`src/hw/rtl/qct_pkg.sv`:
```
`default_nettype none

package qct_pkg;

	localparam int MAX_TERMS_DEF = 256;
	localparam int MAX_VARS_DEF  = 1024;

	localparam int OPCODE_W  = 3;
	localparam int VAR_W     = 10;
	localparam int COEFF_W   = 32;
	localparam int VALUE_W   = 48;
	localparam int VCOUNT_W  = 11;
	localparam int TCOUNT_W  = 9;

	// operation codes
	localparam logic [OPCODE_W-1:0] OP_ADD    = 3'd0;
	localparam logic [OPCODE_W-1:0] OP_READ   = 3'd1;
	localparam logic [OPCODE_W-1:0] OP_DELETE = 3'd2;
	localparam logic [OPCODE_W-1:0] OP_CLEAR  = 3'd3;
	localparam logic [OPCODE_W-1:0] OP_SETBIT = 3'd4;
	localparam logic [OPCODE_W-1:0] OP_EVAL   = 3'd5;
	localparam logic [OPCODE_W-1:0] OP_CLEAN  = 3'd6;

	// one stored term: normalized pair and its coefficient
	typedef struct packed {
		logic [VAR_W-1:0]          lo;
		logic [VAR_W-1:0]          hi;
		logic signed [COEFF_W-1:0] coeff;
	} entry_t;

	// off-diagonal term with a positive coefficient
	function automatic logic cross_pos(input logic [VAR_W-1:0] lo, input logic [VAR_W-1:0] hi,
		input logic signed [COEFF_W-1:0] c);
		return (lo != hi) && !c[COEFF_W-1] && (c != '0);
	endfunction

endpackage

`default_nettype wire

```
`src/hw/rtl/qct_assign_mem.sv`:
```
`default_nettype none

module qct_assign_mem #(
	parameter int MAX_VARS = qct_pkg::MAX_VARS_DEF
) (
	input  wire logic                        clk,
	input  wire logic                        arst_n,
	input  wire logic                        we,
	input  wire logic [$clog2(MAX_VARS)-1:0] waddr,
	input  wire logic                        wdata,
	input  wire logic [$clog2(MAX_VARS)-1:0] raddr_a,
	input  wire logic [$clog2(MAX_VARS)-1:0] raddr_b,
	output logic                             rdata_a,
	output logic                             rdata_b,
	output logic                             busy
);
	import qct_pkg::*;

	localparam int AW = $clog2(MAX_VARS);

	logic          mem [MAX_VARS];
	logic [AW-1:0] clr_idx_q;
	logic          clr_busy_q;

	assign busy = clr_busy_q;

	// clearing pass after reset, one bit per cycle
	always_ff @(posedge clk or negedge arst_n) begin
		if (!arst_n) begin
			clr_idx_q  <= '0;
			clr_busy_q <= 1'b1;
		end else if (clr_busy_q) begin
			clr_idx_q <= clr_idx_q + 1'b1;
			if (clr_idx_q == AW'(MAX_VARS - 1)) begin
				clr_busy_q <= 1'b0;
			end
		end
	end

	// write port shared by the clearing pass and set bit
	always_ff @(posedge clk) begin
		if (clr_busy_q) begin
			mem[clr_idx_q] <= 1'b0;
		end else if (we) begin
			mem[waddr] <= wdata;
		end
	end

	// two registered read ports
	always_ff @(posedge clk) begin
		rdata_a <= mem[raddr_a];
		rdata_b <= mem[raddr_b];
	end

endmodule

`default_nettype wire

```
`config.mk`:
```
export PLATFORM = sky130hd
export DESIGN_NAME = qct_assign_mem
export DESIGN_NICKNAME = d
export VERILOG_FILES = /design/src/hw/rtl/qct_pkg.sv /design/src/hw/rtl/qct_assign_mem.sv
export SDC_FILE = /design/constraint.sdc
export NUM_CORES = 2
export LEC_CHECK = 0
export BUFFER_PORTS_ARGS = -buffer_cell sky130_fd_sc_hd__buf_2
export CAP_MARGIN = 25
export CORE_MARGIN = 4
export CORE_UTILIZATION = 40
export DETAILED_ROUTE_END_ITERATION = 6
export HOLD_SLACK_MARGIN = 0.03
export PLACE_DENSITY = 0.59
export SYNTH_ARGS = -nofsm -noshare
export SYNTH_HDL_FRONTEND = slang
export SYNTH_SLANG_ARGS = --single-unit
```
`constraint.sdc`:
```
create_clock -name clk -period 23 [get_ports clk]
set_clock_uncertainty 0.1 [all_clocks]
set_input_delay 0 -clock clk [delete_from_list [all_inputs] [get_ports clk]]
set_output_delay 0 -clock clk [all_outputs]
set_load 0.01 [all_outputs]
```
==> results.md <==
* DIE HEIGHT at 374 um
* Post-route non-filler standard cell count at 5,528
* # DRC at 0
* Post-CTS Setup Bufs at 0
* Area grow syn2layout at 11.2%
* TritonCTS buffer count at 113
* HP Start: waddr[6]
* First-pass GRT wire length at 252,000 um
* Most frequent cells in the layout: nor2_1 (1,069), edfxtp_1 (1,024), mux4_2 (481), mux2i_1 (207), clkbuf_16 (118)
* Cells after Synth at 3,769
* Routed len/inst at 32.1 um
* Primary FF master, synth: edfxtp_1
* Critical path class: reg -> reg
* Clk sinks at 1,037
* Detailed placement HPWL at 96,200 um
* Hold/Removal Path Class: in -> reg
* RSZ-0062 raised after global routing: false
* Pin count of the biggest net entering global routing at 304
* Peak supply drop at 56.7 uV
* Total wire length at 177,000 um
* CTS tree: built
* DR vias/cell at 6.47
* Initial DRC Count at 5,065
* Wl on met1 at 68,400 um
* Max Root-Sink Buffers at 3
* Num rows at 133
* CTS Root Cell: clkbuf_16
* FILL cells at 11,900
* Layout cell share with drive strength beyond 1 at 22.2%
* Total GRT Usage at 24.9%
* Cell Area, Placed at 55,200 sq um
* Synth Register Bits at 1,037
* Post-synth EDFFs at 1,024
* Final Max Tran Viols at 0
* Setup TNS at 0 ns
* Clock transition at path regs at 0.06 ns
* Critical R2R Launch: busy
* Worst slew pin tran at 1.33 ns
* Startpoint types: flop
* Mapped cell area at 53,400 sq um
* Syn Area/Cell at 14.2 sq um
* Number of antenna violations at the first check in global routing at 11
* Tcrit/Tclk final at 20.3%
* Critical Path End Type: flop
* Post-synthesis sequential area ratio at 58.1%
* Placed Cells at 5,282
* Slew HR at 11.5%
* Met2 wire len at 81,400 um
* Chip width at 374 um
* Top sig layer: met5
* Worst endpoint data arrival time at 4.95 ns
* # port buffers at 36
* Tmin final at 4.66 ns
* CP max FO at 246
* Via count at 35,800
* Initial core utilization at 40.4%
* Fin. Hold Viols at 0
* GPL Wtd Cong at 0.834
* Initial DRT Pass Iterations at 6
* Final Cell Area at 59,400 sq um
* Syn Nets at 3,804
* Met3 wire length at 20,100 um
* Count of cell types in the netlist at 59
* Lkg Pwr at 18.0 nW
* Final setup viols at 0
* Syn. warnings at 0
* Outcome: complete, no violations
* Pwr/cell area at 71.4 nW/um^2
* Most common cell after layout, fill and taps aside: nor2_1
* Req. time, crit path at 23.29 ns
* Total grt overflow at 0
* Layout Nets at 3,711
* Antenna-violating nets left at 0
* IO Count at 37
* Die Footprint at 140,000 sq um
* CP startpoint: busy
* Max cap viols at 0
* Insertion delay to the later sink of the worst-skew pair at 0.73 ns
* H-tree depth at 3
* Ys async rst share at 1.06%
* Cts repair resizes at 0
* Vias in the first global route at 34,800
* Core ar. at 132,000 sq um
* Max Fclk at 0.215 GHz
-- logic make-up (layout without fill, tap and decap cells) --
kind of cell | Yosys count | count (layout) | share of synthesized area [%]
fa+ha+maj | 1 | 1 | 0.0234
mux | 690 | 690 | 24.2
compound gates | 309 | 309 | 4.20
simple gates | 1331 | 1331 | 9.86
flops | 1037 | 1037 | 58.1
buf+inv | 392 | 392 | 3.45
xor+xnor | 9 | 9 | 0.147
other cells | 0 | 4 | 0
-- path summary, 6_finish.rpt --
path	cells past startpoint	slack (ns)	to
min in group asynchronous	3	0.20	clr_idx_q[6]
max reg2reg	6	18.34	mem[228]
min	6	0.08	mem[4]
max in group asynchronous	3	22.25	busy
min reg2reg	1	0.43	clr_idx_q[4]
max	6	18.34	mem[228]
-- what timing repair did --
action / in CTS / in global routing
endpoints found under the setup margin: 0 / 0
hold endpoints to repair: 146 / 0
hold buffers: 15 / 0
-- sequential cells by signal (all words and copies together), names as in the netlist --
register	count
mem	1024
clr_idx_q	10
busy	1
rdata_a	1
rdata_b	1
-- cells in the mapped netlist (26+ instances only) --
library cell	number	area (sq um)
nor2_1	1071	4020
edfxtp_1	1024	30700
mux4_2	481	10800
mux2i_1	207	2070
clkbuf_1	196	736
nand2_1	126	473
buf_1	90	338
o221ai_1	88	771
o22ai_1	44	275
a21oi_1	41	205
nand3_1	41	205
buf_4	37	278
buf_2	31	155
a211oi_1	26	195
buf_6	26	293
-- metal layers --
| layer | global-route usage, % | vias up |
|---|---|---|
| met5 | 0 | - |
| met4 | 9.58 | 8 |
| met3 | 5.65 | 419 |
| met2 | 38.3 | 2154 |
| met1 | 34.8 | 18800 |
| li1 | - | 14400 |
-- worst max-delay path, stage by stage (launching register included) --
cell and delay [ns]:
dfstp_2 0.44, nor2b_1 0.14, buf_4 0.22, and2_4 0.69, buf_12 0.69, buf_4 0.88, buf_4 0.82
-- area by class of cell --
cell class	instances	area [sq um]	share of cell area [%]
well taps	1755	2200	3.70
flip-flops and latches	1037	31100	52.3
repair buffers	172	1830	3.08
diodes	4	10.0	0.0168
multi-input cells	2340	20700	34.8
clock inverters	51	444	0.748
clock buffers	157	3170	5.33
inverters	12	45.0	0.0758
-- metrics by stage --
step | hold WS (ns) | total power, W | setup WS, ns | util (%)
floorplan | -0.396 | 0.00238 | 6.19 | -
global placement | -0.217 | 0.00247 | 18.04 | 41.6
finish | 0.0759 | 0.00424 | 18.34 | 45.0
detailed placement | -0.211 | 0.00247 | 17.92 | 41.8
global route | 0.0401 | 0.00435 | 18.04 | 45.0
CTS | 0.0435 | 0.00426 | 17.87 | 44.7
-- power by group --
part	switching, W	internal [W]	leakage [nW]	total [W]
clock	0.000762	0.00104	1.76	0.00181
combinational	0.000227	0.000134	6.79	0.000360
sequential	0.00000178	0.00208	9.43	0.00208
No activity file was read; power rests on OpenSTA's default activity.
