[config.mk]
export PLATFORM = sky130hd
export DESIGN_NAME = qct_adder
export DESIGN_NICKNAME = d
export VERILOG_FILES = /design/src/hw/rtl/qct_pkg.sv /design/src/hw/rtl/qct_adder.sv
export SDC_FILE = /design/constraint.sdc
export NUM_CORES = 1
export LEC_CHECK = 0
export ABC_CLOCK_PERIOD_IN_PS = 3650
export BUFFER_PORTS_ARGS = -buffer_cell sky130_fd_sc_hd__buf_4
export CAP_MARGIN = 25
export CORE_MARGIN = 2
export CORE_UTILIZATION = 50
export DETAILED_ROUTE_END_ITERATION = 8
export PLACE_DENSITY = 0.95
export SYNTH_ARGS = -nofsm -noshare
export SYNTH_HDL_FRONTEND = slang
export SYNTH_SLANG_ARGS = --single-unit
[constraint.sdc]
create_clock -name vclk -period 3.65
set_input_delay 0 -clock vclk [all_inputs]
set_output_delay 0 -clock vclk [all_outputs]
set_load 0.02 [all_outputs]
[src/hw/rtl/qct_pkg.sv]
`default_nettype none

package qct_pkg;

	localparam int MAX_TERMS_DEF = 256;
	localparam int MAX_VARS_DEF  = 1024;

	localparam int OPCODE_W  = 3;
	localparam int VAR_W     = 10;
	localparam int COEFF_W   = 32;
	localparam int VALUE_W   = 48;
	localparam int VCOUNT_W  = 11;
	localparam int TCOUNT_W  = 9;

	// operation codes
	localparam logic [OPCODE_W-1:0] OP_ADD    = 3'd0;
	localparam logic [OPCODE_W-1:0] OP_READ   = 3'd1;
	localparam logic [OPCODE_W-1:0] OP_DELETE = 3'd2;
	localparam logic [OPCODE_W-1:0] OP_CLEAR  = 3'd3;
	localparam logic [OPCODE_W-1:0] OP_SETBIT = 3'd4;
	localparam logic [OPCODE_W-1:0] OP_EVAL   = 3'd5;
	localparam logic [OPCODE_W-1:0] OP_CLEAN  = 3'd6;

	// one stored term: normalized pair and its coefficient
	typedef struct packed {
		logic [VAR_W-1:0]          lo;
		logic [VAR_W-1:0]          hi;
		logic signed [COEFF_W-1:0] coeff;
	} entry_t;

	// off-diagonal term with a positive coefficient
	function automatic logic cross_pos(input logic [VAR_W-1:0] lo, input logic [VAR_W-1:0] hi,
		input logic signed [COEFF_W-1:0] c);
		return (lo != hi) && !c[COEFF_W-1] && (c != '0);
	endfunction

endpackage

`default_nettype wire

[src/hw/rtl/qct_adder.sv]
`default_nettype none

module qct_adder #(
	parameter int ACC_W = 41
) (
	input  wire logic signed [ACC_W-1:0]            a,
	input  wire logic signed [qct_pkg::COEFF_W-1:0] b,
	output logic signed [ACC_W-1:0]                 sum,
	output logic signed [qct_pkg::COEFF_W-1:0]      sat32
);
	import qct_pkg::*;

	logic ovf;

	// exact sum for accumulation
	assign sum = a + ACC_W'(b);

	// clamp to the coefficient range: overflow when the upper bits disagree
	assign ovf   = !((&sum[ACC_W-1:COEFF_W-1]) || !(|sum[ACC_W-1:COEFF_W-1]));
	assign sat32 = ovf ? (sum[ACC_W-1] ? {1'b1, {(COEFF_W-1){1'b0}}} : {1'b0, {(COEFF_W-1){1'b1}}})
		: sum[COEFF_W-1:0];

endmodule

`default_nettype wire

==> flow_summary.ini, run 1 <==
[cells_and_area]
area.sequential_um2 = 0
stdcell_area_mm2 = 0.00417
diodes = 0
syn_to_final_growth_pct = 38.2
seq_cell_count = 0
final_net_count = 688
final_layout_size_suffix_gt1_share_pct = 38.5
nClkBuffers = 0

[route]
final_antenna_net_count = 0
detail_route.iter0.violations = 297
drc = 0
drt-vias-per-instance = 5.99
route.final.wire_length_mm = 10.5
detailedRoute.firstPassIterationCount = 5
route.vias.total = 3874
wire_per_inst_um = 16.2

[logic_synthesis]
syn_inst = 428
synth_nets = 542
post_synthesis_sequential_area_ratio_pct = 0
yosysWarnings = 0
synth.avg_cell_area_um2 = 7.05
synth_unique_cells = 70
syn_area_mm2 = 0.00302

[global_route]
number_of_global_route_vias_before_repair = 3571
grt_start_max_net_pins = 17
gr-usage-all-layers_pct = 30.0
grt_remaining_overflow = 0
global_route_wire_length_before_repair_mm = 16.4
antenna_found_initial = 0

[timing]
worst_slew_margin_rel_pct = 64.4
max_freq_ghz = 0.278
finalCritPeriodShare_pct = 98.5
grt_setup_unrepaired = no
setup_viol = 0
worstMarginPinSlew_ns = 0.528
finalHoldViolations = 0
slew_violations = 0
finalCriticalPeriod_ns = 3.59
setup_total_negative_slack_ns = 0

[critical_path]
critPathLaunchType = input port
worst-path-max-fanout = 12
path_class = input port to output port
arrival_time_worst_endpoint_ns = 3.59
timing.critical_path.required_ns = 3.65
setup.worst_path.end_class = output port

[floorplan]
floorplan.die.width_um = 81.7
fp.coreArea_mm2 = 0.00589
initial_core_util_pct = 51.3
die_y_um = 81.7
die_area_mm2 = 0.00667
pin_count = 146
number_of_placement_rows = 28

[worst_hold_path]
hold_path.class = input port to output port

[cts]
cts_hold_repair_buffers = 0
cts_setup_buffers = 0
post_cts.resized_instances = 0

[power]
pwr_cell_area_mw_per_mm2 = 359
power.static_leakage_nw = 2.03
max-vdd-ir-drop_mv = 0.290
total_power_mw = 1.50

[outcome]
outcome = finished, final reports clean

[place]
placed_cell_area_mm2 = 0.00416
dpl.hpwl_mm = 8.87
routability_congestion = 0.920
buffer_ports.inserted = 146

[job]
max_cap_viol_count = 0
[routing by layer]
metal / vias to the layer above / GRT usage, % / wire length [um]
met5: - / 0 / 0
met4: 0 / 8.33 / 312
met3: 32 / 2.53 / 848
met2: 205 / 51.9 / 5030
met1: 1775 / 39.7 / 4280
li1: 1862 / - / -
[cell usage in the layout (no fill, tap or decap), drive strengths merged, types with 11 or more instances in the layout]
cell type	n
ha	40
nand2	38
xor2	18
nor3	11
nor2	32
inv	42
a21o	11
o21ai	57
nand4	11
xnor2	19
a21oi	47
buf	159
[cell families (layout without fill, tap and decap cells)]
family | Yosys count | after routing | synth area share [%]
multiplexers | 2 | 2 | 0.663
adder cells (fa/ha/maj) | 41 | 41 | 17.2
AND/OR/NAND/NOR | 126 | 126 | 21.3
AO/OA/AOI/OAI | 165 | 165 | 39.3
buffers and inverters | 57 | 201 | 10.8
XOR/XNOR | 37 | 37 | 10.7
[cell usage after synthesis, types with 4 or more instances]
master	count	area [um^2]
sky130_fd_sc_hd__xor2_1	18	158
sky130_fd_sc_hd__inv_1	42	158
sky130_fd_sc_hd__nand4_1	11	68.8
sky130_fd_sc_hd__xnor2_1	19	166
sky130_fd_sc_hd__nor2_1	32	120
sky130_fd_sc_hd__o21ai_0	25	125
sky130_fd_sc_hd__o21bai_1	4	30.0
sky130_fd_sc_hd__a31oi_1	5	31.3
sky130_fd_sc_hd__a21oi_1	43	215
sky130_fd_sc_hd__a21o_1	9	67.6
sky130_fd_sc_hd__and3_1	4	25.0
sky130_fd_sc_hd__nand3_1	8	40.0
sky130_fd_sc_hd__o21ai_2	30	263
sky130_fd_sc_hd__a211oi_1	7	52.6
sky130_fd_sc_hd__nor3_1	8	40.0
sky130_fd_sc_hd__nand2_1	37	139
sky130_fd_sc_hd__o211ai_1	5	37.5
sky130_fd_sc_hd__ha_1	40	500
[area by class of cell]
cell class | count | area, um^2
Multi-Input combinational cell | 371 | 2700
Tap cell | 75 | 93.8
Inverter | 42 | 158
Timing Repair Buffer | 159 | 1220
Fill cell | 489 | 1710
[final timing paths]
kind,start,endpoint,depth (start not counted)
setup / recovery,a[1],sat32[5],14
hold / removal,b[0],sum[0],3
[per-stage QoR]
stage | setup slack [ns] | hold WS [ns] | instances | utilization [%]
2_1_floorplan | 0.323 | 0.214 | 428 | -
3_3_place_gp | 0.217 | 0.347 | 647 | 70.7
3_5_place_dp | 0.114 | 0.349 | 647 | 70.7
4_1_cts | 0.0963 | 0.349 | 647 | 70.7
5_1_grt | 0.00994 | 0.362 | 647 | 70.9
6_report | 0.0557 | 0.346 | 647 | 70.9
[power by group]
part	switching, mW	leakage, nW	total (mW)	internal (mW)
Combinational	0.881	2.03	1.50	0.617
Clock	0	0	0	0
Sequential	0	0	0	0
Total	0.881	2.03	1.50	0.617
[worst max-delay path, stage by stage]
cell and delay [ns]:
sky130_fd_sc_hd__buf_4 0.12, sky130_fd_sc_hd__ha_1 0.30, sky130_fd_sc_hd__a211o_1 0.32, sky130_fd_sc_hd__a221o_2 0.43, sky130_fd_sc_hd__a22oi_2 0.25, sky130_fd_sc_hd__a21oi_2 0.16
sky130_fd_sc_hd__a21o_1 0.25, sky130_fd_sc_hd__or4_1 0.42, sky130_fd_sc_hd__and4_4 0.21, sky130_fd_sc_hd__nor3_2 0.14, sky130_fd_sc_hd__a41o_2 0.50, sky130_fd_sc_hd__buf_4 0.24
sky130_fd_sc_hd__o21ai_2 0.07, sky130_fd_sc_hd__buf_4 0.17
No activity file was read; power rests on OpenSTA's default activity.
==> run 2: changes to the inputs <==
--- a/config.mk
+++ b/config.mk
@@ -12,6 +12,7 @@
 export CORE_UTILIZATION = 50
 export DETAILED_ROUTE_END_ITERATION = 8
 export PLACE_DENSITY = 0.95
+export RECOVER_POWER = 25
 export SYNTH_ARGS = -nofsm -noshare
 export SYNTH_HDL_FRONTEND = slang
 export SYNTH_SLANG_ARGS = --single-unit
==> constraint.sdc (replaced) <==
create_clock -name vclk -period 3.65
set_input_delay 0 -clock vclk [all_inputs]
set_output_delay 0 -clock vclk [all_outputs]
set_load 0.01 [all_outputs]
==> run 2 against run 1 <==
- fmax up 2.7%
- die area unchanged
- non-clock buffer count decreased by 1
- sequential cell count stayed put
- combinational power fell by 13%
- critical path depth grew 1
- via count down 0.80%
- setup slack improved by 0.095 ns
- hold slack improved by 0.038 ns
- first-iteration DRC count up 31%
- clock-buffer cell count unchanged
==> flow_summary.ini, run 2 (synthesized netlist as in run 1, its figures left out) <==
[timing]
fin_ws_ns = 0.151
finalHoldViolations = 0
finalCritPeriodShare_pct = 95.9
hold-worst-slack_ns = 0.384
slew_violations = 0
finalCriticalPeriod_ns = 3.50
setup_viol = 0
max_freq_ghz = 0.286
grt_setup_unrepaired = no
worstMarginPinSlew_ns = 0.478
worst_slew_margin_rel_pct = 67.8
setup_total_negative_slack_ns = 0

[cells_and_area]
final_net_count = 687
diodes = 0
layout_common_cells = 141 x sky130_fd_sc_hd__buf_4, 43 x sky130_fd_sc_hd__a21oi_1, 42 x sky130_fd_sc_hd__inv_1
seq_cell_count = 0
post-route-util_pct = 70.0
area.sequential_um2 = 0
nClkBuffers = 0
syn_to_final_growth_pct = 36.4
fillCellCount = 507
multi_input_comb_area_mm2 = 0.00271
commonest_non_fill_non_tap_cell_in_the_layout = sky130_fd_sc_hd__buf_4
final_layout_size_suffix_gt1_share_pct = 35.7

[floorplan]
initial_core_util_pct = 51.3
die_area_mm2 = 0.00667
pin_count = 146
fp.coreArea_mm2 = 0.00589
number_of_placement_rows = 28
die_y_um = 81.7
floorplan.die.width_um = 81.7

[route]
route.vias.total = 3843
drt-vias-per-instance = 5.95
final_antenna_net_count = 0
detail_route.iter0.violations = 389
wire_per_inst_um = 16.0
detailedRoute.firstPassIterationCount = 7
route.final.wire_length_mm = 10.4
drc = 0

[global_route]
grt_remaining_overflow = 0
gr-usage-met1_pct = 37.9
gr-usage-all-layers_pct = 29.7
grt_start_max_net_pins = 17
global_route_wire_length_before_repair_mm = 16.2
grt.met3_usage_pct = 4.62
antenna_found_initial = 0
top_usage_layer = met2
number_of_global_route_vias_before_repair = 3484
gr-usage-met2_pct = 51.4

[critical_path]
critical_path_launch_point = a[0]
path_class = input port to output port
setup.worst_path.end_class = output port
timing.critical_path.required_ns = 3.65
worst-path-max-fanout = 16
critPathLaunchType = input port
endpoint = sat32[16]
arrival_time_worst_endpoint_ns = 3.50

[power]
power.static_leakage_nw = 1.97
pwr_cell_area_mw_per_mm2 = 316
total_power_mw = 1.30
max-vdd-ir-drop_mv = 0.239

[place]
post-place-ws_ns = 0.110
dpl.hpwl_mm = 8.83
buffer_ports.inserted = 146
routability_congestion = 0.949

[job]
max_cap_viol_count = 0

[worst_hold_path]
hold_start = b[0]
hold_path.class = input port to output port

[cts]
post_cts.resized_instances = 0
cts_setup_buffers = 0
cts_hold_repair_buffers = 0

[outcome]
outcome = finished, final reports clean
## run 2: final cells by class
class | count | share of cell area (%)
multi-input cells | 371 | 65.8
repair buffers | 158 | 28.0
inverters | 42 | 3.83
well taps | 75 | 2.28
## run 2: metal layers
metal / vias to the layer above / routed length [um]
met5: - / 0
met4: 0 / 221
met3: 30 / 939
met2: 226 / 5010
met1: 1736 / 4200
li1: 1851 / -
## run 2: where the power goes
group | total, mW | internal, mW | switching, mW
Combinational | 1.30 | 0.583 | 0.720
Sequential | 0 | 0 | 0
Clock | 0 | 0 | 0
## run 2: stage by stage
stage	cells	area (um^2)
after floorplan	428	3020
after global placement	646	4160
after detailed placement	646	4160
after CTS	646	4160
after global routing	646	4120
final	646	4120
## run 2: worst max-delay path, stage by stage
cell and delay, ns:
sky130_fd_sc_hd__buf_4 0.08, sky130_fd_sc_hd__ha_1 0.19, sky130_fd_sc_hd__inv_1 0.07, sky130_fd_sc_hd__fa_1 0.39, sky130_fd_sc_hd__nand2b_1 0.20, sky130_fd_sc_hd__a211oi_1 0.37
sky130_fd_sc_hd__o2111ai_1 0.14, sky130_fd_sc_hd__nand3_1 0.19, sky130_fd_sc_hd__a211oi_2 0.12, sky130_fd_sc_hd__o31a_2 0.40, sky130_fd_sc_hd__xor2_1 0.20, sky130_fd_sc_hd__o41a_4 0.64
sky130_fd_sc_hd__buf_12 0.22, sky130_fd_sc_hd__o21ai_2 0.13, sky130_fd_sc_hd__buf_4 0.15
## run 2: how the worst min path moves through the flow
stage,endpoint,depth (start not counted)
6_report,sum[0],3
5_1_grt,sum[0],3
4_1_cts,sum[0],3
3_5_place_dp,sum[0],3
3_3_place_gp,sum[0],3
2_1_floorplan,sum[0],1
==> run 3: changes to the inputs <==
--- a/config.mk
+++ b/config.mk
@@ -5,7 +5,7 @@
 export SDC_FILE = /design/constraint.sdc
 export NUM_CORES = 1
 export LEC_CHECK = 0
-export ABC_CLOCK_PERIOD_IN_PS = 3650
+export ABC_CLOCK_PERIOD_IN_PS = 3500
 export BUFFER_PORTS_ARGS = -buffer_cell sky130_fd_sc_hd__buf_4
 export CAP_MARGIN = 25
 export CORE_MARGIN = 2
==> constraint.sdc (replaced) <==
create_clock -name vclk -period 3.5
set_input_delay 0 -clock vclk [all_inputs]
set_output_delay 0 -clock vclk [all_outputs]
set_load 0.01 [all_outputs]
==> run 3 against run 2 <==
- global-route usage decreased by 1.2 points
- clock-buffer cell count is the same
- first-iteration DRC count is 3.3% lower
- cell area hardly changed
- sequential cell count unchanged
- critical path depth fell by 1
- cell count is 0.15% lower
- die area is the same
- power up 2.9%
- setup slack lost 0.069 ns
==> flow_summary.ini, run 3 (synthesized netlist as in run 1, its figures left out) <==
[cts]
cts_setup_buffers = 0
post_cts.resized_instances = 0
cts_hold_repair_buffers = 0

[cells_and_area]
seq_cell_count = 0
fillCellCount = 480
post-route-util_pct = 69.9
area.sequential_um2 = 0
syn_to_final_growth_pct = 36.4
diodes = 0
nClkBuffers = 0
final_layout_size_suffix_gt1_share_pct = 36.5
commonest_non_fill_non_tap_cell_in_the_layout = sky130_fd_sc_hd__buf_4
final_net_count = 686
layout_common_cells = 143 x sky130_fd_sc_hd__buf_4, 43 x sky130_fd_sc_hd__a21oi_1, 42 x sky130_fd_sc_hd__inv_1
multi_input_comb_area_mm2 = 0.00271

[worst_hold_path]
min_to = sum[0]
hold_path.class = input port to output port
hold_start = b[0]
hold_depth = 3

[route]
drc = 0
drt-vias-per-instance = 5.96
final_antenna_net_count = 0
detailedRoute.firstPassIterationCount = 5
route.vias.total = 3845
wire_per_inst_um = 15.6
route.final.wire_length_mm = 10.1
detail_route.iter0.violations = 376

[floorplan]
floorplan.die.width_um = 81.7
initial_core_util_pct = 51.3
number_of_placement_rows = 28
pin_count = 146
die_y_um = 81.7
fp.coreArea_mm2 = 0.00589
die_area_mm2 = 0.00667

[critical_path]
path_class = input port to output port
worst-path-max-fanout = 17
setup.worst_path.end_class = output port
timing.critical_path.required_ns = 3.50
arrival_time_worst_endpoint_ns = 3.42
critPathLaunchType = input port

[global_route]
grt_start_max_net_pins = 19
gr-usage-all-layers_pct = 28.5
antenna_found_initial = 0
number_of_global_route_vias_before_repair = 3387
global_route_wire_length_before_repair_mm = 15.5
grt_remaining_overflow = 0

[timing]
setup_total_negative_slack_ns = 0
finalCritPeriodShare_pct = 97.7
worstMarginPinSlew_ns = 0.515
worst_slew_margin_rel_pct = 65.3
grt_setup_unrepaired = no
max_freq_ghz = 0.293
slew_violations = 0
finalCriticalPeriod_ns = 3.42
finalHoldViolations = 0
fin_ws_ns = 0.0819
setup_viol = 0

[power]
pwr_cell_area_mw_per_mm2 = 326
max-vdd-ir-drop_mv = 0.180
power.static_leakage_nw = 1.98

[place]
post-place-ws_ns = 0.151
dpl.hpwl_mm = 8.79
routability_congestion = 0.909
buffer_ports.inserted = 146

[job]
max_cap_viol_count = 0

[outcome]
outcome = finished, final reports clean
## run 3: cell count changes in the layout (fill, tap and decap cells not counted)
cell	delta
sky130_fd_sc_hd__xnor2_1	-1
sky130_fd_sc_hd__o41a_2	+1
sky130_fd_sc_hd__a41o_4	-1
sky130_fd_sc_hd__a41o_2	+1
sky130_fd_sc_hd__buf_4	+2
sky130_fd_sc_hd__a211oi_1	-1
sky130_fd_sc_hd__clkbuf_1	-3
sky130_fd_sc_hd__o41a_4	-1
sky130_fd_sc_hd__a211oi_2	+1
sky130_fd_sc_hd__xnor2_2	+1
## run 3: through the flow
stage / total power [mW] / instance area (um^2) / hold WS [ns] / std cells
floorplan: 0.818 / 3020 / 0.154 / 428
global placement: 1.31 / 4150 / 0.339 / 645
detailed placement: 1.35 / 4150 / 0.337 / 645
CTS: 1.35 / 4150 / 0.338 / 645
global route: 1.45 / 4120 / 0.394 / 645
finish: 1.34 / 4120 / 0.368 / 645
## run 3: worst max-delay path by stage
stage / start / endpoint / slack [ns] / depth (start not counted)
global placement: a[1] / sat32[10] / 0.22 / 14
floorplan: a[0] / sat32[10] / 0.59 / 14
CTS: a[0] / sat32[29] / 0.13 / 16
finish: a[1] / sat32[8] / 0.08 / 14
detailed placement: a[0] / sat32[29] / 0.15 / 15
global route: a[1] / sat32[8] / 0.003 / 14
## run 3: critical path: stages
cell,delay (ns)
sky130_fd_sc_hd__buf_4,0.11
sky130_fd_sc_hd__ha_1,0.30
sky130_fd_sc_hd__a211o_1,0.33
sky130_fd_sc_hd__a221o_2,0.44
sky130_fd_sc_hd__a22oi_2,0.23
sky130_fd_sc_hd__a21oi_2,0.16
sky130_fd_sc_hd__a21o_1,0.25
sky130_fd_sc_hd__or4_1,0.41
sky130_fd_sc_hd__and4_4,0.21
sky130_fd_sc_hd__nor3_2,0.16
sky130_fd_sc_hd__a41o_2,0.26
sky130_fd_sc_hd__buf_4,0.28
sky130_fd_sc_hd__o21ai_2,0.11
sky130_fd_sc_hd__buf_4,0.16
## run 3: where the power goes
part	internal (mW)	leakage, nW	switching [mW]	total [mW]
Clock	0	0	0	0
Sequential	0	0	0	0
Combinational	0.608	1.98	0.732	1.34
## run 3: metal layers
metal / GRT usage [%] / wire (um) / part of all wire [%] / vias to the layer above
li1: - / - / - / 1858
met1: 37.4 / 3920 / 39 / 1727
met2: 49.9 / 4870 / 48 / 232
met3: 2.20 / 1000 / 9.9 / 28
met4: 7.83 / 269 / 2.7 / 0
met5: 0 / 0 / 0 / -
## run 3: area by class of cell
cell class / instances / area share (%)
inverters: 42 / 3.83
repair buffers: 157 / 28.2
well taps: 75 / 2.28
multi-input cells: 371 / 65.7
